==> config.mk <==
export PLATFORM = sky130hd
export DESIGN_NAME = tpcs_merge
export DESIGN_NICKNAME = d
export VERILOG_FILES = /design/src/rtl/core/tpcs_pkg.sv /design/src/rtl/core/tpcs_merge.sv
export SDC_FILE = /design/constraint.sdc
export NUM_CORES = 1
export LEC_CHECK = 0
export ABC_AREA = 1
export BUFFER_PORTS_ARGS = -buffer_cell sky130_fd_sc_hd__buf_2
export CAP_MARGIN = 20
export CORE_ASPECT_RATIO = 0.6
export CORE_MARGIN = 2
export CORE_UTILIZATION = 50
export CTS_BUF_LIST = sky130_fd_sc_hd__clkbuf_4 sky130_fd_sc_hd__clkbuf_8
export CTS_CLUSTER_SIZE = 8
export DETAILED_ROUTE_END_ITERATION = 6
export HOLD_SLACK_MARGIN = 0.12
export PLACE_DENSITY_LB_ADDON = 0.08
export SLEW_MARGIN = 0
export SYNTH_ARGS = -nofsm -noshare
export SYNTH_HDL_FRONTEND = slang
export SYNTH_SLANG_ARGS = --single-unit
==> constraint.sdc <==
create_clock -name i_clk -period 1.4 [get_ports i_clk]
set_input_delay 0.07 -clock i_clk [delete_from_list [all_inputs] [get_ports i_clk]]
set_output_delay 0.07 -clock i_clk [all_outputs]
set_load 0.02 [all_outputs]
==> src/rtl/core/tpcs_pkg.sv <==
// Shared types, constants and coefficient table for the three-phase current sense corrector.
// No dependencies; every other file in rtl/core imports this package.

package tpcs_pkg;

    localparam int SAMPLE_BITS_DEF    = 16;
    localparam int COEF_FRAC_BITS_DEF = 20;
    localparam int OUT_W              = 22;
    localparam int GAIN_W             = 2;
    localparam int CFG_IDX_W          = 1;
    localparam int CFG_DATA_W         = 2;
    localparam int NUM_PHASES         = 3;

    localparam logic [CFG_IDX_W-1:0] REG_SENSE_ENABLE = 1'b0;
    localparam logic [CFG_IDX_W-1:0] REG_GAIN_CODE    = 1'b1;

    localparam logic [1:0] SEL_ALL  = 2'd0;
    localparam logic [1:0] SEL_NO_A = 2'd1;
    localparam logic [1:0] SEL_NO_B = 2'd2;
    localparam logic [1:0] SEL_NO_C = 2'd3;

    localparam longint MICRO_SCALE = 64'sd1000000;

    // Calibration matrices in millionths: [selection][output row][input column].
    localparam int CAL_MICRO [4][3][3] = '{
        '{ '{1001152, -3375, -3103}, '{2369, 1000665, -19126}, '{1234, 1595, 998166} },
        '{ '{0, 0, 0}, '{0, 998309, -21427}, '{0, 368, 996967} },
        '{ '{1004547, 0, 195}, '{0, 0, 0}, '{371, 0, 996975} },
        '{ '{1004346, -199, 0}, '{22060, 1020405, 0}, '{0, 0, 0} }
    };

    typedef struct packed {
        logic mul_en;
        logic sum_en;
    } t_lane_ctl;

    // Converts a coefficient to signed fixed point, rounding half away from zero.
    function automatic longint coef_q(input int sel, input int row, input int col,
                                      input int frac);
        longint micro;
        longint mag;
        longint q;
        micro = longint'(CAL_MICRO[sel][row][col]);
        mag   = (micro < 0) ? -micro : micro;
        q     = (mag * (longint'(1) << frac) + MICRO_SCALE / 2) / MICRO_SCALE;
        return (micro < 0) ? -q : q;
    endfunction

endpackage

==> src/rtl/core/tpcs_merge.sv <==
// Merge stage: gathers the three lane results into the output word register.
// Depends on tpcs_pkg; currents of phases that were not computed read as zero.

module tpcs_merge (
    input  logic                              i_clk,
    input  logic                              i_load,
    input  logic [2:0]                        i_mask,
    input  logic signed [tpcs_pkg::OUT_W-1:0] i_cur [3],
    output logic signed [tpcs_pkg::OUT_W-1:0] o_cur [3],
    output logic [2:0]                        o_flags
);
    import tpcs_pkg::*;

    logic signed [OUT_W-1:0] n_cur [3];
    logic signed [OUT_W-1:0] r_cur [3];
    logic [2:0]              r_flags;

    always_comb begin
        for (int k = 0; k < 3; k++) begin
            n_cur[k] = i_mask[k] ? i_cur[k] : '0;
        end
    end

    always_ff @(posedge i_clk) begin
        if (i_load) begin
            r_cur   <= n_cur;
            r_flags <= i_mask;
        end
    end

    assign o_cur   = r_cur;
    assign o_flags = r_flags;

endmodule

==> Word level (Yosys, flattened, before mapping) <==
Cells that the tools add are included.
{ "totals": {"register_bits": 69, "word_cells": 4} }

==> Longest topological paths before layout <==
{ "depth": {"ltp_word": 0, "mapped_depth": 3} }

==> Worst setup path before layout <==
No wires, ideal clock.
{ "synth_path": {"kind": "register to output", "start": "register r_cur (netlist bit o_cur[0])", "end": "output o_cur[0] (netlist bit)", "path_buffers": 0, "required_time_ns": 1.330, "t_arrival_ns": 0.449, "setup_slack_ns": 0.881, "stages_incl_launch_ff": 1, "path_cell_list": "edfxtp_1"} }
{ "synth_rtl": {"columns": ["item", "line_no", "text"], "rows": [
  ["start: declaration", "tpcs_merge.sv:15", "logic signed [OUT_W-1:0] r_cur [3];"],
  ["start signal: assignment", "tpcs_merge.sv:26", "r_cur <= n_cur;"],
  ["end: declaration", "tpcs_merge.sv:9", "output logic signed [tpcs_pkg::OUT_W-1:0] o_cur [3],"]
]} }
No word-level cell between the ends.

==> Worst setup path in the final report <==
{ "layout_path": {"start": "register r_cur (netlist bit o_cur[6])", "end": "output o_cur[6] (netlist bit)"} }
No word-level cell between the ends.

==> flow_metrics.py <==
metrics = {
    "critical_path": {
        "worst-setup-path-type": "reg -> out",
        "cp-end-kind": "output port",
        "worst_path_largest_cell_delay_ns": 0.39,
        "cpLargestDelayFamily": "flip-flops",
        "crit_end": "o_cur[6]",
        "path_max_fanout": 1,
        "path_cells": "buf_2",
        "worst_path_max_delay_cell": "edfxtp_1",
        "cp_data_arrival_time_ns": 0.91,
        "path_depth": 1,
        "crit_start": "o_cur[6]",
        "startpoint_type": "register",
        "cp.required_ns": 1.33,
        "path_buf_inv": 1,
    },
    "clock_network": {
        "root_buffer": "clkbuf_8",
        "post_cts_resized": 0,
        "clock_path_buffers": 2,
        "postCtsSetupRepairBufs": 0,
        "postCtsHoldBufs": 66,
        "clock_sinks": 69,
        "cts_made_buffers": 9,
        "clk_pin_slew_ns": 0.07,
        "tritoncts": "built",
        "htree_num_levels": 3,
    },
    "routing": {
        "num_vias": 2095,
        "drtIter0Drc": 80,
        "drt_first_pass_iters": 5,
        "vias_per_cell": 4.28,
        "drc_errors": 0,
        "detail-route-antenna-nets": 0,
        "wl_per_cell_um": 12.7,
        "finalWirelength_um": 6220,
    },
    "power_and_ir_drop": {
        "p_per_area_nw_per_um2": 1210,
        "power.static_leakage_nw": 2.27,
        "ir_worst_vdd_mv": 0.790,
    },
    "synth": {
        "synth_area_leaders": "edfxtp_1, inv_1, nand2_1",
        "synthMuxAreaShare_pct": 0,
        "avgSynthCellArea_sq_um": 12.7,
        "synth_top_cell_area_share_pct": 78.6,
        "synth_cells": 207,
        "synthSimpleGateAreaFrac_pct": 9.40,
        "synth_cell_types": 4,
        "ys_seq_area_share_pct": 78.6,
        "synthAdderAreaFrac_pct": 0,
        "ys_ff_latch": 69,
        "yosys_warnings": 0,
        "synth_compound_area_share_pct": 0,
        "synth-xor-area-share_pct": 0,
        "synth_top_family_by_area": "buffers and inverters",
        "yosysTopAreaCell": "edfxtp_1",
        "syn-cell-area_sq_um": 2640,
        "synth_nets": 278,
    },
    "global_route": {
        "grt-ovfl-total": 0,
        "antenna_found_initial": 0,
        "grt_pass1_vias": 1998,
        "grt.total_usage_pct": 21.7,
        "grt_pass1_wl_um": 9270,
        "grt_max_degree": 70,
    },
    "final_layout": {
        "nets": 489,
        "antenna_cells": 0,
        "fillCellCount": 279,
        "syn2layout_area_growth_pct": 61.6,
        "stdcell_area_sq_um": 4260,
        "drive_gt1_share_pct": 36.2,
        "final_cell_mix": "buf_2, edfxtp_1, nand2_1, inv_1, dlygate4sd3_1",
        "layout_commonest_cell": "buf_2",
    },
    "timing": {
        "slew-limit-headroom_pct": 72.5,
        "rsz0062_at_grt": "false",
        "setup_ws_ns": 0.424,
        "clock.fmax_mhz": 1020,
        "post-route-period-util_pct": 69.7,
        "hold_violations": 0,
        "worst_pin_slew_ns": 0.412,
        "fin_tns_setup_ns": 0,
        "setup_viol": 0,
        "drv_slew": 0,
        "period_minus_slack_ns": 0.976,
    },
    "place": {
        "gp_congestion": 0.745,
        "place_area_sq_um": 3370,
        "pre_cts_ws_ns": 0.538,
        "portBuffers": 139,
        "hpwl_um": 3540,
    },
    "floorplanning": {
        "rows": 20,
        "die_area_sq_um": 5890,
        "die_h_um": 60.2,
        "core_region_area_sq_um": 5080,
        "initial_core_util_pct": 51.9,
        "die_w_um": 97.7,
        "ioPinCount": 140,
    },
    "min_path": {
        "hold_path.class": "in -> reg",
    },
    "run_status": {
        "status": "complete, no violations",
    },
    "run": {
        "cap_violations": 0,
    },
}
## state kept, by name, indices dropped and copies added, names as in the netlist
| register | flops |
|---|---|
| o_flags | 3 |
| o_cur | 66 |
## worst min-delay path by stage
stage	startpoint	to	slack [ns]	depth (start not counted)
4_1_cts	i_mask[2]	o_flags[2]	0.17	1
6_report	i_mask[2]	o_flags[2]	0.20	1
3_5_place_dp	i_cur[20]	o_cur[20]	0.33	3
3_3_place_gp	i_cur[39]	o_cur[39]	0.33	3
2_1_floorplan	i_mask[0]	o_flags[0]	0.17	0
5_1_grt	i_mask[2]	o_flags[2]	0.20	1
## area by class of cell
type                            count  area, sq um  area share, %
Clock buffer                       10          131           3.08
Clock inverter                      6          101           2.38
Inverter                           66          248           5.82
Multi-Input combinational cell     66          248           5.82
Sequential cell                    69         2070           48.6
Tap cell                           66         82.6           1.94
Timing Repair Buffer              206         1380           32.3
## per-stage QoR
stage,instances,power [mW],util (%),hold WS (ns)
after global placement,407,3.14,66.3,0.326
after global routing,489,5.32,83.8,0.198
after CTS,489,5.17,83.8,0.172
after floorplan,207,2.86,-,0.169
after detailed placement,407,3.15,66.3,0.330
final,489,5.15,83.8,0.197
## metal layers
layer  track usage [%]  share of wire (%)
met1              24.5                 41
met2              36.7                 48
met3              9.12                9.3
met4              10.7                2.0
met5                 0                  0
## Yosys cell counts (all sizes together)
library cell  count
inv              66
edfxtp           69
nand2            66
buf               6
## power by group
part | internal (mW) | switching (mW)
Combinational | 0.328 | 0.433
Sequential | 2.45 | 0.0388
Clock | 1.19 | 0.707
## cell families (layout without fill, tap and decap cells)
logic type             count (synthesis)  in the layout
DFF                                   69             69
buffers and inverters                 72            288
and+or+nand+nor                       66             66
Note: power is estimated with default switching activity, not from simulation.
