## src/rtl/core/tpcs_pkg.sv

```systemverilog
// Shared types, constants and coefficient table for the three-phase current sense corrector.
// No dependencies; every other file in rtl/core imports this package.

package tpcs_pkg;

    localparam int SAMPLE_BITS_DEF    = 16;
    localparam int COEF_FRAC_BITS_DEF = 20;
    localparam int OUT_W              = 22;
    localparam int GAIN_W             = 2;
    localparam int CFG_IDX_W          = 1;
    localparam int CFG_DATA_W         = 2;
    localparam int NUM_PHASES         = 3;

    localparam logic [CFG_IDX_W-1:0] REG_SENSE_ENABLE = 1'b0;
    localparam logic [CFG_IDX_W-1:0] REG_GAIN_CODE    = 1'b1;

    localparam logic [1:0] SEL_ALL  = 2'd0;
    localparam logic [1:0] SEL_NO_A = 2'd1;
    localparam logic [1:0] SEL_NO_B = 2'd2;
    localparam logic [1:0] SEL_NO_C = 2'd3;

    localparam longint MICRO_SCALE = 64'sd1000000;

    // Calibration matrices in millionths: [selection][output row][input column].
    localparam int CAL_MICRO [4][3][3] = '{
        '{ '{1001152, -3375, -3103}, '{2369, 1000665, -19126}, '{1234, 1595, 998166} },
        '{ '{0, 0, 0}, '{0, 998309, -21427}, '{0, 368, 996967} },
        '{ '{1004547, 0, 195}, '{0, 0, 0}, '{371, 0, 996975} },
        '{ '{1004346, -199, 0}, '{22060, 1020405, 0}, '{0, 0, 0} }
    };

    typedef struct packed {
        logic mul_en;
        logic sum_en;
    } t_lane_ctl;

    // Converts a coefficient to signed fixed point, rounding half away from zero.
    function automatic longint coef_q(input int sel, input int row, input int col,
                                      input int frac);
        longint micro;
        longint mag;
        longint q;
        micro = longint'(CAL_MICRO[sel][row][col]);
        mag   = (micro < 0) ? -micro : micro;
        q     = (mag * (longint'(1) << frac) + MICRO_SCALE / 2) / MICRO_SCALE;
        return (micro < 0) ? -q : q;
    endfunction

endpackage

```

## src/rtl/core/tpcs_lane.sv

```systemverilog
// One matrix row: three coefficient products, then sum, rounding shift and saturation.
// Depends on tpcs_pkg for the coefficient table and lane control struct.

module tpcs_lane #(
    parameter int SAMPLE_BITS    = 16,
    parameter int COEF_FRAC_BITS = 20,
    parameter int LANE           = 0
) (
    input  logic                           i_clk,
    input  tpcs_pkg::t_lane_ctl            i_ctl,
    input  logic [1:0]                     i_sel,
    input  logic signed [SAMPLE_BITS+4:0]  i_x [3],
    output logic signed [tpcs_pkg::OUT_W-1:0] o_cur
);
    import tpcs_pkg::*;

    localparam int XW = SAMPLE_BITS + 5;
    localparam int CW = COEF_FRAC_BITS + 2;
    localparam int PW = XW + CW;
    localparam int SW = PW + 2;
    localparam int RW = SW + 1;
    localparam logic signed [RW-1:0] ROUND  = RW'(1) <<< (COEF_FRAC_BITS - 1);
    localparam logic signed [RW-1:0] SAT_HI = RW'((2 ** (OUT_W - 1)) - 1);
    localparam logic signed [RW-1:0] SAT_LO = -SAT_HI - RW'(1);

    logic signed [CW-1:0]    w_coef [3];
    logic signed [PW-1:0]    n_prod [3];
    logic signed [PW-1:0]    r_prod [3];
    logic signed [RW-1:0]    w_sum;
    logic signed [RW-1:0]    w_shr;
    logic signed [OUT_W-1:0] n_cur;
    logic signed [OUT_W-1:0] r_cur;

    genvar c;
    generate
        for (c = 0; c < 3; c++) begin : g_col
            always_comb begin
                unique case (i_sel)
                    SEL_ALL:  w_coef[c] = CW'(coef_q(0, LANE, c, COEF_FRAC_BITS));
                    SEL_NO_A: w_coef[c] = CW'(coef_q(1, LANE, c, COEF_FRAC_BITS));
                    SEL_NO_B: w_coef[c] = CW'(coef_q(2, LANE, c, COEF_FRAC_BITS));
                    SEL_NO_C: w_coef[c] = CW'(coef_q(3, LANE, c, COEF_FRAC_BITS));
                endcase
            end
            assign n_prod[c] = PW'(w_coef[c]) * PW'(i_x[c]);
        end
    endgenerate

    always_ff @(posedge i_clk) begin
        if (i_ctl.mul_en) begin
            r_prod <= n_prod;
        end
    end

    assign w_sum = RW'(r_prod[0]) + RW'(r_prod[1]) + RW'(r_prod[2]) + ROUND;
    assign w_shr = w_sum >>> COEF_FRAC_BITS;

    always_comb begin
        priority if (w_shr > SAT_HI) begin
            n_cur = SAT_HI[OUT_W-1:0];
        end else if (w_shr < SAT_LO) begin
            n_cur = SAT_LO[OUT_W-1:0];
        end else begin
            n_cur = w_shr[OUT_W-1:0];
        end
    end

    always_ff @(posedge i_clk) begin
        if (i_ctl.sum_en) begin
            r_cur <= n_cur;
        end
    end

    assign o_cur = r_cur;

endmodule

```

## config.mk

```make
export PLATFORM = sky130hd
export DESIGN_NAME = tpcs_lane
export DESIGN_NICKNAME = d
export VERILOG_FILES = /design/src/rtl/core/tpcs_pkg.sv /design/src/rtl/core/tpcs_lane.sv
export SDC_FILE = /design/constraint.sdc
export NUM_CORES = 2
export LEC_CHECK = 0
export ABC_AREA = 1
export BUFFER_PORTS_ARGS = -buffer_cell sky130_fd_sc_hd__clkbuf_2
export CAP_MARGIN = 20
export CORE_ASPECT_RATIO = 2
export CORE_MARGIN = 3
export CORE_UTILIZATION = 66
export DETAILED_ROUTE_END_ITERATION = 6
export MAX_ROUTING_LAYER = met4
export PLACE_DENSITY = 0.83
export SKIP_LAST_GASP = 1
export SYNTH_ARGS = -nofsm -noshare
export SYNTH_HDL_FRONTEND = slang
export SYNTH_SLANG_ARGS = --single-unit
```

## constraint.sdc

```tcl
create_clock -name i_clk -period 13.6 [get_ports i_clk]
set_input_delay 2.72 -clock i_clk [delete_from_list [all_inputs] [get_ports i_clk]]
set_output_delay 2.72 -clock i_clk [all_outputs]
set_load 0.01 [all_outputs]
```

* Word level (Yosys, flattened, before mapping)
Cells that the tools add are included.
** Operators by class
- Add/subtract/negate cells :: 3
- $mul :: 3
- $lt $le $gt $ge :: 2
- Eq/ne operators :: 3
- Mux-type cells :: 4
- Reduce and logical (&&, ||, !) cells :: 3
** Operators by type and width (number)
- $pmux 22 s3 :: 2
- $mul 22x21->43 :: 3
- $pmux 22 s4 :: 1
- $add 45x21->46 const B :: 1
- $add 44x43->45 :: 1
- $add 43x43->44 :: 1
- $gt 26x22->1 const B :: 1
- $lt 26x22->1 const B :: 1
- $mux 22 :: 1
- $eq 2x2->1 const B :: 2
- $reduce_or 2->1 :: 2
- $eq 2x1->1 const B :: 1
- $logic_not 2->1 :: 1
** Storage, ports and cells
- Bits in registers :: 151

* Logic depth before layout (Yosys ltp)
- Depth after elaboration :: 5
- Gate-level depth with buffers :: 36
- Depth with buffers taken out :: 33

* Worst setup path before layout
Ideal clock, no wire load.
- Kind :: input -> register
- From :: input port i_sel[1]
- To :: register r_prod[83] (netlist name) (data pin)
- Data arrival time :: 9.751 ns
- Data required time :: 13.339 ns
- Slack :: 3.589 ns
- Stages :: 27
- Cells stage by stage :: clkbuf_1 inv_1 ha_1 clkbuf_1 buf_1 nor2_1 fa_1 ha_1 fa_1 inv_1 fa_1 inv_1 fa_1 inv_1 fa_1 fa_1 inv_1 ha_1 nand2_1 nor2_1 inv_1 nor4_1 nand3_1 nand3_1 nand2_1 nand2_1 o21ai_0
** RTL lines
- start: declaration :: RTL line tpcs_lane.sv:11 : input logic [1:0] i_sel,
- end signal: assignment :: RTL line tpcs_lane.sv:51 : r_prod <= n_prod;
- end: declaration :: RTL line tpcs_lane.sv:28 : logic signed [PW-1:0] r_prod [3];

==> flow_summary_export.csv <==
group,metric,value,unit
status,status,"completed",
logic_synthesis,synth_top_area_share,35.8,%
grt,grt_antenna_before_repair,1,
worst_setup_path,rrSetupSlack,9540,ps
detailed_routing,drtAntennaViolNets,0,
timing,clock_skew,23.5,ps
job,maxCapViolCount,0,
worst_setup_path,slowest_delay,960,ps
placed_design,portBuffers,89,
floorplan,coreArea,0.0585,mm2
floorplan,die_x,178,um
worst_setup_path,cp-start-kind,"input port",
worst_setup_path,slowest_stage,"fa_1",
logic_synthesis,synth_cells,4482,
detailed_routing,drc,0,
layout,drive_above_1_share,3.73,%
worst_setup_path,critical_path_peak_fanout,24,
logic_synthesis,synth_flop_cell,"edfxtp_1",
worst_setup_path,worstPathRequired,13830,ps
timing,finalCritPeriodShare,81.4,%
layout,fill_cells,4656,
timing,slew_viol_final,0,
timing,tightestPinTransition,1010,ps
clocking,cts_sinks,150,
worst_setup_path,path_common_cell,"inv_1",
floorplan,die_h,351,um
worst_setup_path,r2r_cells,15,
detailed_routing,drt_iter0_markers,1283,
worst_setup_path,r2r_start,"r_prod[32]",
logic_synthesis,netlist_area,0.0392,mm2
clocking,clk_latency,510,ps
logic_synthesis,synth_edf_count,150,
logic_synthesis,synth_warnings,0,
timing,setup_violations,0,
grt,grt_pass1_wl,170000,um
detailed_routing,drt-pass1-iter-count,6,
timing,fin_crit,11080,ps
layout,fin_nets,5951,
logic_synthesis,ys_seq_area_share,11.5,%
worst_setup_path,crit_path_start,"i_sel[1]",
clocking,clk_path_buf_depth,3,
clocking,cts-root-buf,"clkbuf_16",
logic_synthesis,yosysUniqueCellTypes,46,
clocking,cts_resized,0,
clocking,cts_tree,"yes",
detailed_routing,routed-via-count,29600,
worst_hold_path,hp-class,"flip-flop to flip-flop",
clocking,clk_pin_slew,70,ps
placed_design,gp_congestion,1.15,
timing,hold_viol,0,
worst_setup_path,cp.arrival,11310,ps
timing,tns,0,ps
logic_synthesis,synth.area.top_cells,"fa_1, ha_1, inv_1",
logic_synthesis,synth_commonest_cells,"inv_1, nand2_1, fa_1, ha_1, nor2_1",
worst_setup_path,r2r_end,"o_cur[19]",
detailed_routing,avgRoutedWirePerCell,20.2,um
clocking,ctsHoldBuffers,0,
clocking,postCtsSetupBuffers,0,
grt,grt_use_total,37.3,%
logic_synthesis,synth_largest_area_cell,"fa_1",
layout,area_growth,5.15,%
logic_synthesis,synth.most_common_cell,"inv_1",
worst_setup_path,critical_path_class,"input port to flip-flop",
grt,grt_max_degree,74,
floorplan,row_count,125,
worst_setup_path,crit_path_end_kind,"flip-flop",
detailed_routing,routed_wl,108000,um
clocking,htreeDepth,4,
floorplan,dieArea,0.0625,mm2
logic_synthesis,ys_ff_latch,150,
floorplan,io_pins,90,
timing,relSlewSlack,32.8,%
timing,fmax,90.3,MHz
clocking,cts_buffers,25,
floorplan,initial_core_util,67.0,%
worst_setup_path,endpoint,"r_prod[74]",
layout,n_antenna_cell,0,
placed_design,dp_hpwl,96400,um
grt,grt_pass1_vias,33100,
grt,grt_overflow_total,0,
logic_synthesis,avgSynthCellArea,8.74,um2
logic_synthesis,async_flop_share,0,%
timing,rsz0062_at_grt,"no",
detailed_routing,via_per_inst,5.54,
[layout make-up]
class	instances	area [um2]	share of cell area [%]
multi-input cells	2983	29600	71.8
inverters	1320	4950	12.0
flip-flops and latches	150	4500	10.9
well taps	762	953	2.31
clock buffers	27	633	1.54
repair buffers	98	515	1.25
clock inverters	6	53.8	0.131
[cells by family after synthesis]
group	count (synthesis)	synth area share, %
XOR/XNOR	130	2.93
flip-flops	150	11.5
other	1	0.00957
buffers and inverters	1350	13.0
adder cells (fa/ha/maj)	1305	55.1
AND/OR/NAND/NOR	1175	12.1
AO/OA/AOI/OAI	371	5.37
[flip-flops by register name (all words and copies together), names as in the netlist]
signal,cells
o_cur,22
r_prod,128
[worst min path at each step]
stage / from / to / cells past startpoint
4_1_cts: r_prod[112] / o_cur[6] / 6
3_3_place_gp: r_prod[105] / o_cur[0] / 5
5_1_grt: r_prod[105] / o_cur[0] / 5
2_1_floorplan: r_prod[86] / o_cur[15] / 7
3_5_place_dp: r_prod[105] / o_cur[0] / 5
6_report: r_prod[105] / o_cur[0] / 5
[worst max-delay path: cells and delay by family]
kind / cells / cell delay [ps]
AO/OA/AOI/OAI: 2 / 260
XOR/XNOR: 1 / 150
adder cells (fa/ha/maj): 9 / 4860
buffers and inverters: 13 / 2110
AND/OR/NAND/NOR: 5 / 1140
[layout by cell type (no fill, tap or decap), types with 18 or more instances in the layout]
cell type	Yosys	final
a21o_1	23	23
a21oi_1	166	166
a31oi_1	27	27
clkbuf_16	0	25
clkbuf_2	0	88
edfxtp_1	150	150
fa_1	700	700
ha_1	605	604
inv_1	1314	1314
nand2_1	723	723
nand3_1	80	80
nand4_1	19	19
nor2_1	282	282
nor3_1	18	18
o21ai_0	85	85
o21bai_1	20	20
xnor2_1	45	45
xor2_1	84	84
[layer usage]
layer  part of all wire [%]  up-vias  wire (um)  global-route usage (%)
li1                       -    13700          -                       -
met1                     31    14300      33800                    34.8
met2                     52     1070      55800                    64.8
met3                    4.6      550       5010                    5.18
met4                     12        0      13100                    33.8
met5                      0        -          0                       -
[through the flow]
step	setup WS, ps	hold WS, ps	utilization (%)	cell area, um2	std cells
after CTS	2560	1230	70.4	41200	5346
final	2520	1240	70.4	41200	5346
after global routing	2090	1300	70.4	41200	5346
after global placement	2270	1170	69.3	40500	5313
after detailed placement	2100	1160	69.3	40500	5313
after floorplan	3590	994	-	39200	4483
Power is left out: the tool's default activity adds up to more than one toggle a clock period on the data nets, which glitch-free logic cannot reach.
