### src/rtl/core/tpcs_pkg.sv
// Shared types, constants and coefficient table for the three-phase current sense corrector.
// No dependencies; every other file in rtl/core imports this package.

package tpcs_pkg;

    localparam int SAMPLE_BITS_DEF    = 16;
    localparam int COEF_FRAC_BITS_DEF = 20;
    localparam int OUT_W              = 22;
    localparam int GAIN_W             = 2;
    localparam int CFG_IDX_W          = 1;
    localparam int CFG_DATA_W         = 2;
    localparam int NUM_PHASES         = 3;

    localparam logic [CFG_IDX_W-1:0] REG_SENSE_ENABLE = 1'b0;
    localparam logic [CFG_IDX_W-1:0] REG_GAIN_CODE    = 1'b1;

    localparam logic [1:0] SEL_ALL  = 2'd0;
    localparam logic [1:0] SEL_NO_A = 2'd1;
    localparam logic [1:0] SEL_NO_B = 2'd2;
    localparam logic [1:0] SEL_NO_C = 2'd3;

    localparam longint MICRO_SCALE = 64'sd1000000;

    // Calibration matrices in millionths: [selection][output row][input column].
    localparam int CAL_MICRO [4][3][3] = '{
        '{ '{1001152, -3375, -3103}, '{2369, 1000665, -19126}, '{1234, 1595, 998166} },
        '{ '{0, 0, 0}, '{0, 998309, -21427}, '{0, 368, 996967} },
        '{ '{1004547, 0, 195}, '{0, 0, 0}, '{371, 0, 996975} },
        '{ '{1004346, -199, 0}, '{22060, 1020405, 0}, '{0, 0, 0} }
    };

    typedef struct packed {
        logic mul_en;
        logic sum_en;
    } t_lane_ctl;

    // Converts a coefficient to signed fixed point, rounding half away from zero.
    function automatic longint coef_q(input int sel, input int row, input int col,
                                      input int frac);
        longint micro;
        longint mag;
        longint q;
        micro = longint'(CAL_MICRO[sel][row][col]);
        mag   = (micro < 0) ? -micro : micro;
        q     = (mag * (longint'(1) << frac) + MICRO_SCALE / 2) / MICRO_SCALE;
        return (micro < 0) ? -q : q;
    endfunction

endpackage

### src/rtl/core/tpcs_front.sv
// Front stage: removes the reference offset, applies the gain shift and picks the matrix.
// Depends on tpcs_pkg.

module tpcs_front #(
    parameter int SAMPLE_BITS = 16
) (
    input  logic                       i_clk,
    input  logic                       i_load,
    input  logic                       i_sense_en,
    input  logic [tpcs_pkg::GAIN_W-1:0] i_gain,
    input  logic [SAMPLE_BITS-1:0]     i_ref,
    input  logic [SAMPLE_BITS-1:0]     i_ph [3],
    output logic signed [SAMPLE_BITS+4:0] o_x [3],
    output logic [1:0]                 o_sel,
    output logic [2:0]                 o_mask
);
    import tpcs_pkg::*;

    localparam int XW = SAMPLE_BITS + 5;
    localparam int DW = SAMPLE_BITS + 2;

    logic signed [XW-1:0] n_x [3];
    logic signed [XW-1:0] r_x [3];
    logic [1:0]           n_sel;
    logic [1:0]           r_sel;
    logic [2:0]           n_mask;
    logic [2:0]           r_mask;
    logic [GAIN_W-1:0]    w_shamt;

    assign w_shamt = GAIN_W'(3) - i_gain;

    genvar g;
    generate
        for (g = 0; g < 3; g++) begin : g_diff
            logic signed [DW-1:0] w_d;
            assign w_d    = $signed({1'b0, i_ph[g], 1'b0}) - $signed({2'b00, i_ref});
            assign n_x[g] = XW'(w_d) <<< w_shamt;
        end
    endgenerate

    always_comb begin
        priority if (i_ph[0] == '0) begin
            n_sel = SEL_NO_A;
        end else if (i_ph[1] == '0) begin
            n_sel = SEL_NO_B;
        end else if (i_ph[2] == '0) begin
            n_sel = SEL_NO_C;
        end else begin
            n_sel = SEL_ALL;
        end
        n_mask = {n_sel != SEL_NO_C, n_sel != SEL_NO_B, n_sel != SEL_NO_A} & {3{i_sense_en}};
    end

    always_ff @(posedge i_clk) begin
        if (i_load) begin
            r_x    <= n_x;
            r_sel  <= n_sel;
            r_mask <= n_mask;
        end
    end

    assign o_x    = r_x;
    assign o_sel  = r_sel;
    assign o_mask = r_mask;

endmodule

### config.mk
export PLATFORM = sky130hd
export DESIGN_NAME = tpcs_front
export DESIGN_NICKNAME = d
export VERILOG_FILES = /design/src/rtl/core/tpcs_pkg.sv /design/src/rtl/core/tpcs_front.sv
export SDC_FILE = /design/constraint.sdc
export NUM_CORES = 1
export LEC_CHECK = 0
export CORE_ASPECT_RATIO = 2
export CORE_UTILIZATION = 50
export DETAILED_ROUTE_END_ITERATION = 10
export DONT_BUFFER_PORTS = 1
export PLACE_DENSITY_LB_ADDON = 0.05
export SETUP_SLACK_MARGIN = 0.2
export SLEW_MARGIN = 20
export SYNTH_ARGS = -nofsm -noshare
export SYNTH_HDL_FRONTEND = slang
export SYNTH_SLANG_ARGS = --single-unit
### constraint.sdc
create_clock -name i_clk -period 3.1 [get_ports i_clk]
set_input_delay 0.155 -clock i_clk [delete_from_list [all_inputs] [get_ports i_clk]]
set_output_delay 0.155 -clock i_clk [all_outputs]
set_load 0.02 [all_outputs]
# After elaboration in Yosys (flattened, before gate mapping)
# Index checks and enable logic that the tools add are counted.
[totals]
elab_cells = 22
input_bits = 69
regBits = 68
[op_classes]
add_sub_neg = 4
shifts = 3
reduce_logical = 3
mux = 3
bitwise = 1
eq_ne = 3
[op_table]
columns = ["operator", "count"]
rows = [
  ["$sshl A18 B2 Y21", 3],
  ["$sub A17 B16 Y18", 3],
  ["$logic_not A16 Y1", 3],
  ["$mux W2", 3],
  ["$ne A2 B2 Y1 const B", 2],
  ["$and A3 B3 Y3", 1],
  ["$ne A2 B1 Y1 const B", 1],
  ["$sub A2 B2 Y2 const A", 1],
]

# Depth between registers and ports, before layout
[logic_depth]
depth_word = 6
ltp_mapped = 11
mapped_depth_nobuf = 10

# Worst setup path before layout
# OpenSTA, ideal clock, no wires.
[synth_timing]
path_type = "input to register"
start = "input port i_ref[0]"
end = "register r_x (netlist bit o_x[37]), data pin"
slack_ns = 0.443
setup_time_ns = 0.272
arrival_ns = 2.385
required_ns = 2.828
path_stages = 9
cell_sequence = "inv_1 -> fa_1 -> a21oi_1 -> o21bai_1 -> a211oi_2 -> o41ai_4 -> a311oi_1 -> xor2_1 -> mux4_2"
[synth_lines]
columns = ["element", "line", "text"]
rows = [
  ["from (decl)", "tpcs_front.sv:11", "input logic [SAMPLE_BITS-1:0] i_ref,"],
  ["to (signal assigned)", "tpcs_front.sv:56", "r_x <= n_x;"],
  ["to (decl)", "tpcs_front.sv:23", "logic signed [XW-1:0] r_x [3];"],
]

==> flow_summary.json <==
{
  "fp.coreArea_mm2": 0.0114,
  "place.detailed.hpwl_um": 13600,
  "avgRoutedWirePerCell_um": 22.4,
  "async_flop_share_pct": 0,
  "final.min_clock_period_ns": 2.51,
  "yosys-top-cells-area": "sky130_fd_sc_hd__edfxtp_1 (34%), sky130_fd_sc_hd__ha_1 (9.6%), sky130_fd_sc_hd__mux2i_1 (5.5%)",
  "cts_setup_buffers": 0,
  "post-place-ws_ns": 0.250,
  "grt_overflow_total": 0,
  "hold_viol": 0,
  "min_path_type": "input pin to flop",
  "ctsLongestPathBuffers": 2,
  "globalplace.congestion": 0.951,
  "first_global_vias": 4954,
  "worst_hold_path_ep": "o_mask[0]",
  "worst-path-max-fanout": 9,
  "leakage_nw": 2.52,
  "first_iter_violations": 263,
  "postLayoutSetupSlackWorst_ns": 0.592,
  "report.final.setup_viol": 0,
  "synth_seq_cells": 66,
  "synthDominantCellAreaShare_pct": 33.9,
  "post_synth_num_cell_types": 71,
  "postLayoutCellArea_mm2": 0.00630,
  "dr.pass1.iters": 6,
  "num-nets-final": 732,
  "synth_fa_ha_area_share_pct": 10.6,
  "post_synth.cell_area_avg_um2": 9.40,
  "global_route.usage.total_pct": 28.5,
  "report.power.total_mw": 3.46,
  "synth-compound-area-share_pct": 21.7,
  "worstSetupStartpointType": "input pin",
  "number_of_enable_type_register_cells_in_the_synthesized_netlist": 66,
  "post_synth_instance_area_mm2": 0.00585,
  "synth.net_count": 740,
  "timing.max_cap.violations": 0,
  "endpoint_kind": "flop",
  "dominantRegCellSynth": "sky130_fd_sc_hd__edfxtp_1",
  "finalWirelength_um": 17000,
  "yosysWarnings": 0,
  "first_pass_grt_wire_length_um": 26000,
  "die_span_y_um": 155,
  "synth.yosys.seq_area_share_pct": 33.9,
  "timing.critical_path.arrival_ns": 2.72,
  "cellPowerDensity_mw_per_mm2": 549,
  "cts.htree.levels": 3,
  "number_of_clock_sinks": 66,
  "worst_tran_pin_value_ns": 0.693,
  "clock_tree_from_tritoncts": "done",
  "run_status": "complete, no violations",
  "setup_repair_after_global_routing_missed_its_margin": "no",
  "min_period_over_period_pct": 80.9,
  "yosys.area.top_type": "sky130_fd_sc_hd__edfxtp_1",
  "synth.area.mux_share_pct": 9.32,
  "die_area_mm2": 0.0122,
  "post_synth_and_or_nand_nor_area_fraction_pct": 14.0,
  "max_slew_margin_pct": 53.7,
  "grt_start_max_net_pins": 67,
  "postSynthCellCount": 623,
  "total_placed_instance_area_mm2": 0.00596,
  "clkSlewWorstSetupHoldPaths_ns": 0.06,
  "hold_path_depth": 1,
  "io_pins": 137,
  "final-max-slew-violation-count": 0,
  "antenna_left": 0,
  "peakVddDrop_mv": 0.416,
  "post-route-drc-count": 0,
  "hold_path_startpoint": "i_sense_en",
  "synth_xor_area_share_pct": 6.28,
  "floorplan.initialDensity_pct": 51.6,
  "crit_start": "i_ref[9]",
  "port_buffer_count": 0,
  "floorplan.die.width_um": 78.5,
  "fraction_of_layout_cells_with_a_size_suffix_above_1_pct": 8.06,
  "num_vias": 4878,
  "std_cell_rows": 55,
  "timing.setup.tns_ns": 0,
  "max_clock_freq_mhz": 399,
  "antenna_violations_before_repair": 0,
  "synth_top_family_by_area": "compound AO/OA/AOI/OAI gates",
  "cts_inserted_buffers": 9,
  "fillerInstances": 1045,
  "cts_root_buf": "sky130_fd_sc_hd__clkbuf_16",
  "layout_common_cells": "sky130_fd_sc_hd__nand2_1 (66), sky130_fd_sc_hd__edfxtp_1 (66), sky130_fd_sc_hd__a21oi_1 (55), sky130_fd_sc_hd__nor2_1 (55), sky130_fd_sc_hd__ha_1 (45)",
  "worstSetupPathType": "input pin to flop",
  "worstPathRequired_ns": 3.31,
  "flow.area_growth_from_synthesis_pct": 7.69,
  "num_antenna_cells": 0,
  "vias_per_cell": 6.40
}
repair_timing:
action,CTS,global route
hold buffers,1,0
gates resized for setup,0,0
endpoints found under the hold margin,66,0
state kept, by name, summed over array words and instances (netlist names):
register	flops
o_mask	3
o_sel	2
o_x	61
synthesized netlist by cell type (10+ instances only):
master and n:
sky130_fd_sc_hd__xor2_1 18, sky130_fd_sc_hd__a21oi_1 55, sky130_fd_sc_hd__xnor2_1 24, sky130_fd_sc_hd__a21o_1 13, sky130_fd_sc_hd__ha_1 45, sky130_fd_sc_hd__inv_1 29, sky130_fd_sc_hd__o21ai_0 32, sky130_fd_sc_hd__edfxtp_1 66
sky130_fd_sc_hd__clkbuf_1 20, sky130_fd_sc_hd__nand2_1 66, sky130_fd_sc_hd__mux2i_1 32, sky130_fd_sc_hd__nand3_1 10, sky130_fd_sc_hd__nor2_1 55, sky130_fd_sc_hd__nor4_1 12
cells by family after synthesis:
| kind of cell | Yosys count |
|---|---|
| adder cells (fa/ha/maj) | 48 |
| flip-flops | 66 |
| XOR/XNOR | 42 |
| buffers and inverters | 58 |
| AO/OA/AOI/OAI | 182 |
| multiplexers | 45 |
| AND/OR/NAND/NOR | 182 |
where the power goes:
part           leakage, nW  switching [mW]  internal, mW
registers            0.644           0.213          1.17
clock network        0.149           0.394         0.702
logic                 1.73           0.578         0.407
layer usage:
metal / up-vias / track usage (%) / wire [um]
met2: 214 / 51.6 / 8960
met5: - / 0 / 0
met3: 64 / 7.10 / 1130
li1: 2325 / - / -
met1: 2275 / 27.2 / 5810
met4: 0 / 20.5 / 1140
metrics by stage:
| step | utilization [%] | instances | hold slack [ns] |
|---|---|---|---|
| global route | 55.5 | 762 | 0.0158 |
| finish | 55.5 | 762 | 0.0294 |
| floorplan | - | 623 | 0.267 |
| global placement | 52.5 | 745 | 0.271 |
| detailed placement | 52.5 | 745 | 0.272 |
| CTS | 55.5 | 762 | 0.0144 |
worst max-delay path by stage:
stage | cells past startpoint | slack, ns | to
final | 11 | 0.59 | o_x[16]
after global routing | 11 | 0.39 | o_x[16]
after CTS | 9 | 0.60 | o_x[37]
after detailed placement | 9 | 0.25 | o_x[37]
after global placement | 9 | 0.28 | o_x[37]
after floorplan | 9 | 0.44 | o_x[37]
critical path, cell delays in order:
cell	delay, ns
sky130_fd_sc_hd__inv_1	0.08
sky130_fd_sc_hd__ha_1	0.48
sky130_fd_sc_hd__nand2_1	0.17
sky130_fd_sc_hd__o21ai_1	0.33
sky130_fd_sc_hd__nor2_1	0.12
sky130_fd_sc_hd__o31ai_1	0.36
sky130_fd_sc_hd__a31oi_1	0.16
sky130_fd_sc_hd__xnor2_1	0.29
sky130_fd_sc_hd__mux2i_1	0.13
sky130_fd_sc_hd__a221oi_1	0.30
sky130_fd_sc_hd__buf_4	0.16
final cells by class:
cell class | instances | area, um^2 | share of cell area, %
multi-input combinational | 499 | 3630 | 57.5
tap | 142 | 178 | 2.82
timing repair buffer | 9 | 87.6 | 1.39
clock buffer | 9 | 225 | 3.57
sequential | 66 | 1980 | 31.4
clock inverter | 7 | 92.6 | 1.47
inverter | 30 | 113 | 1.79
Note: power is estimated with default switching activity, not from simulation.
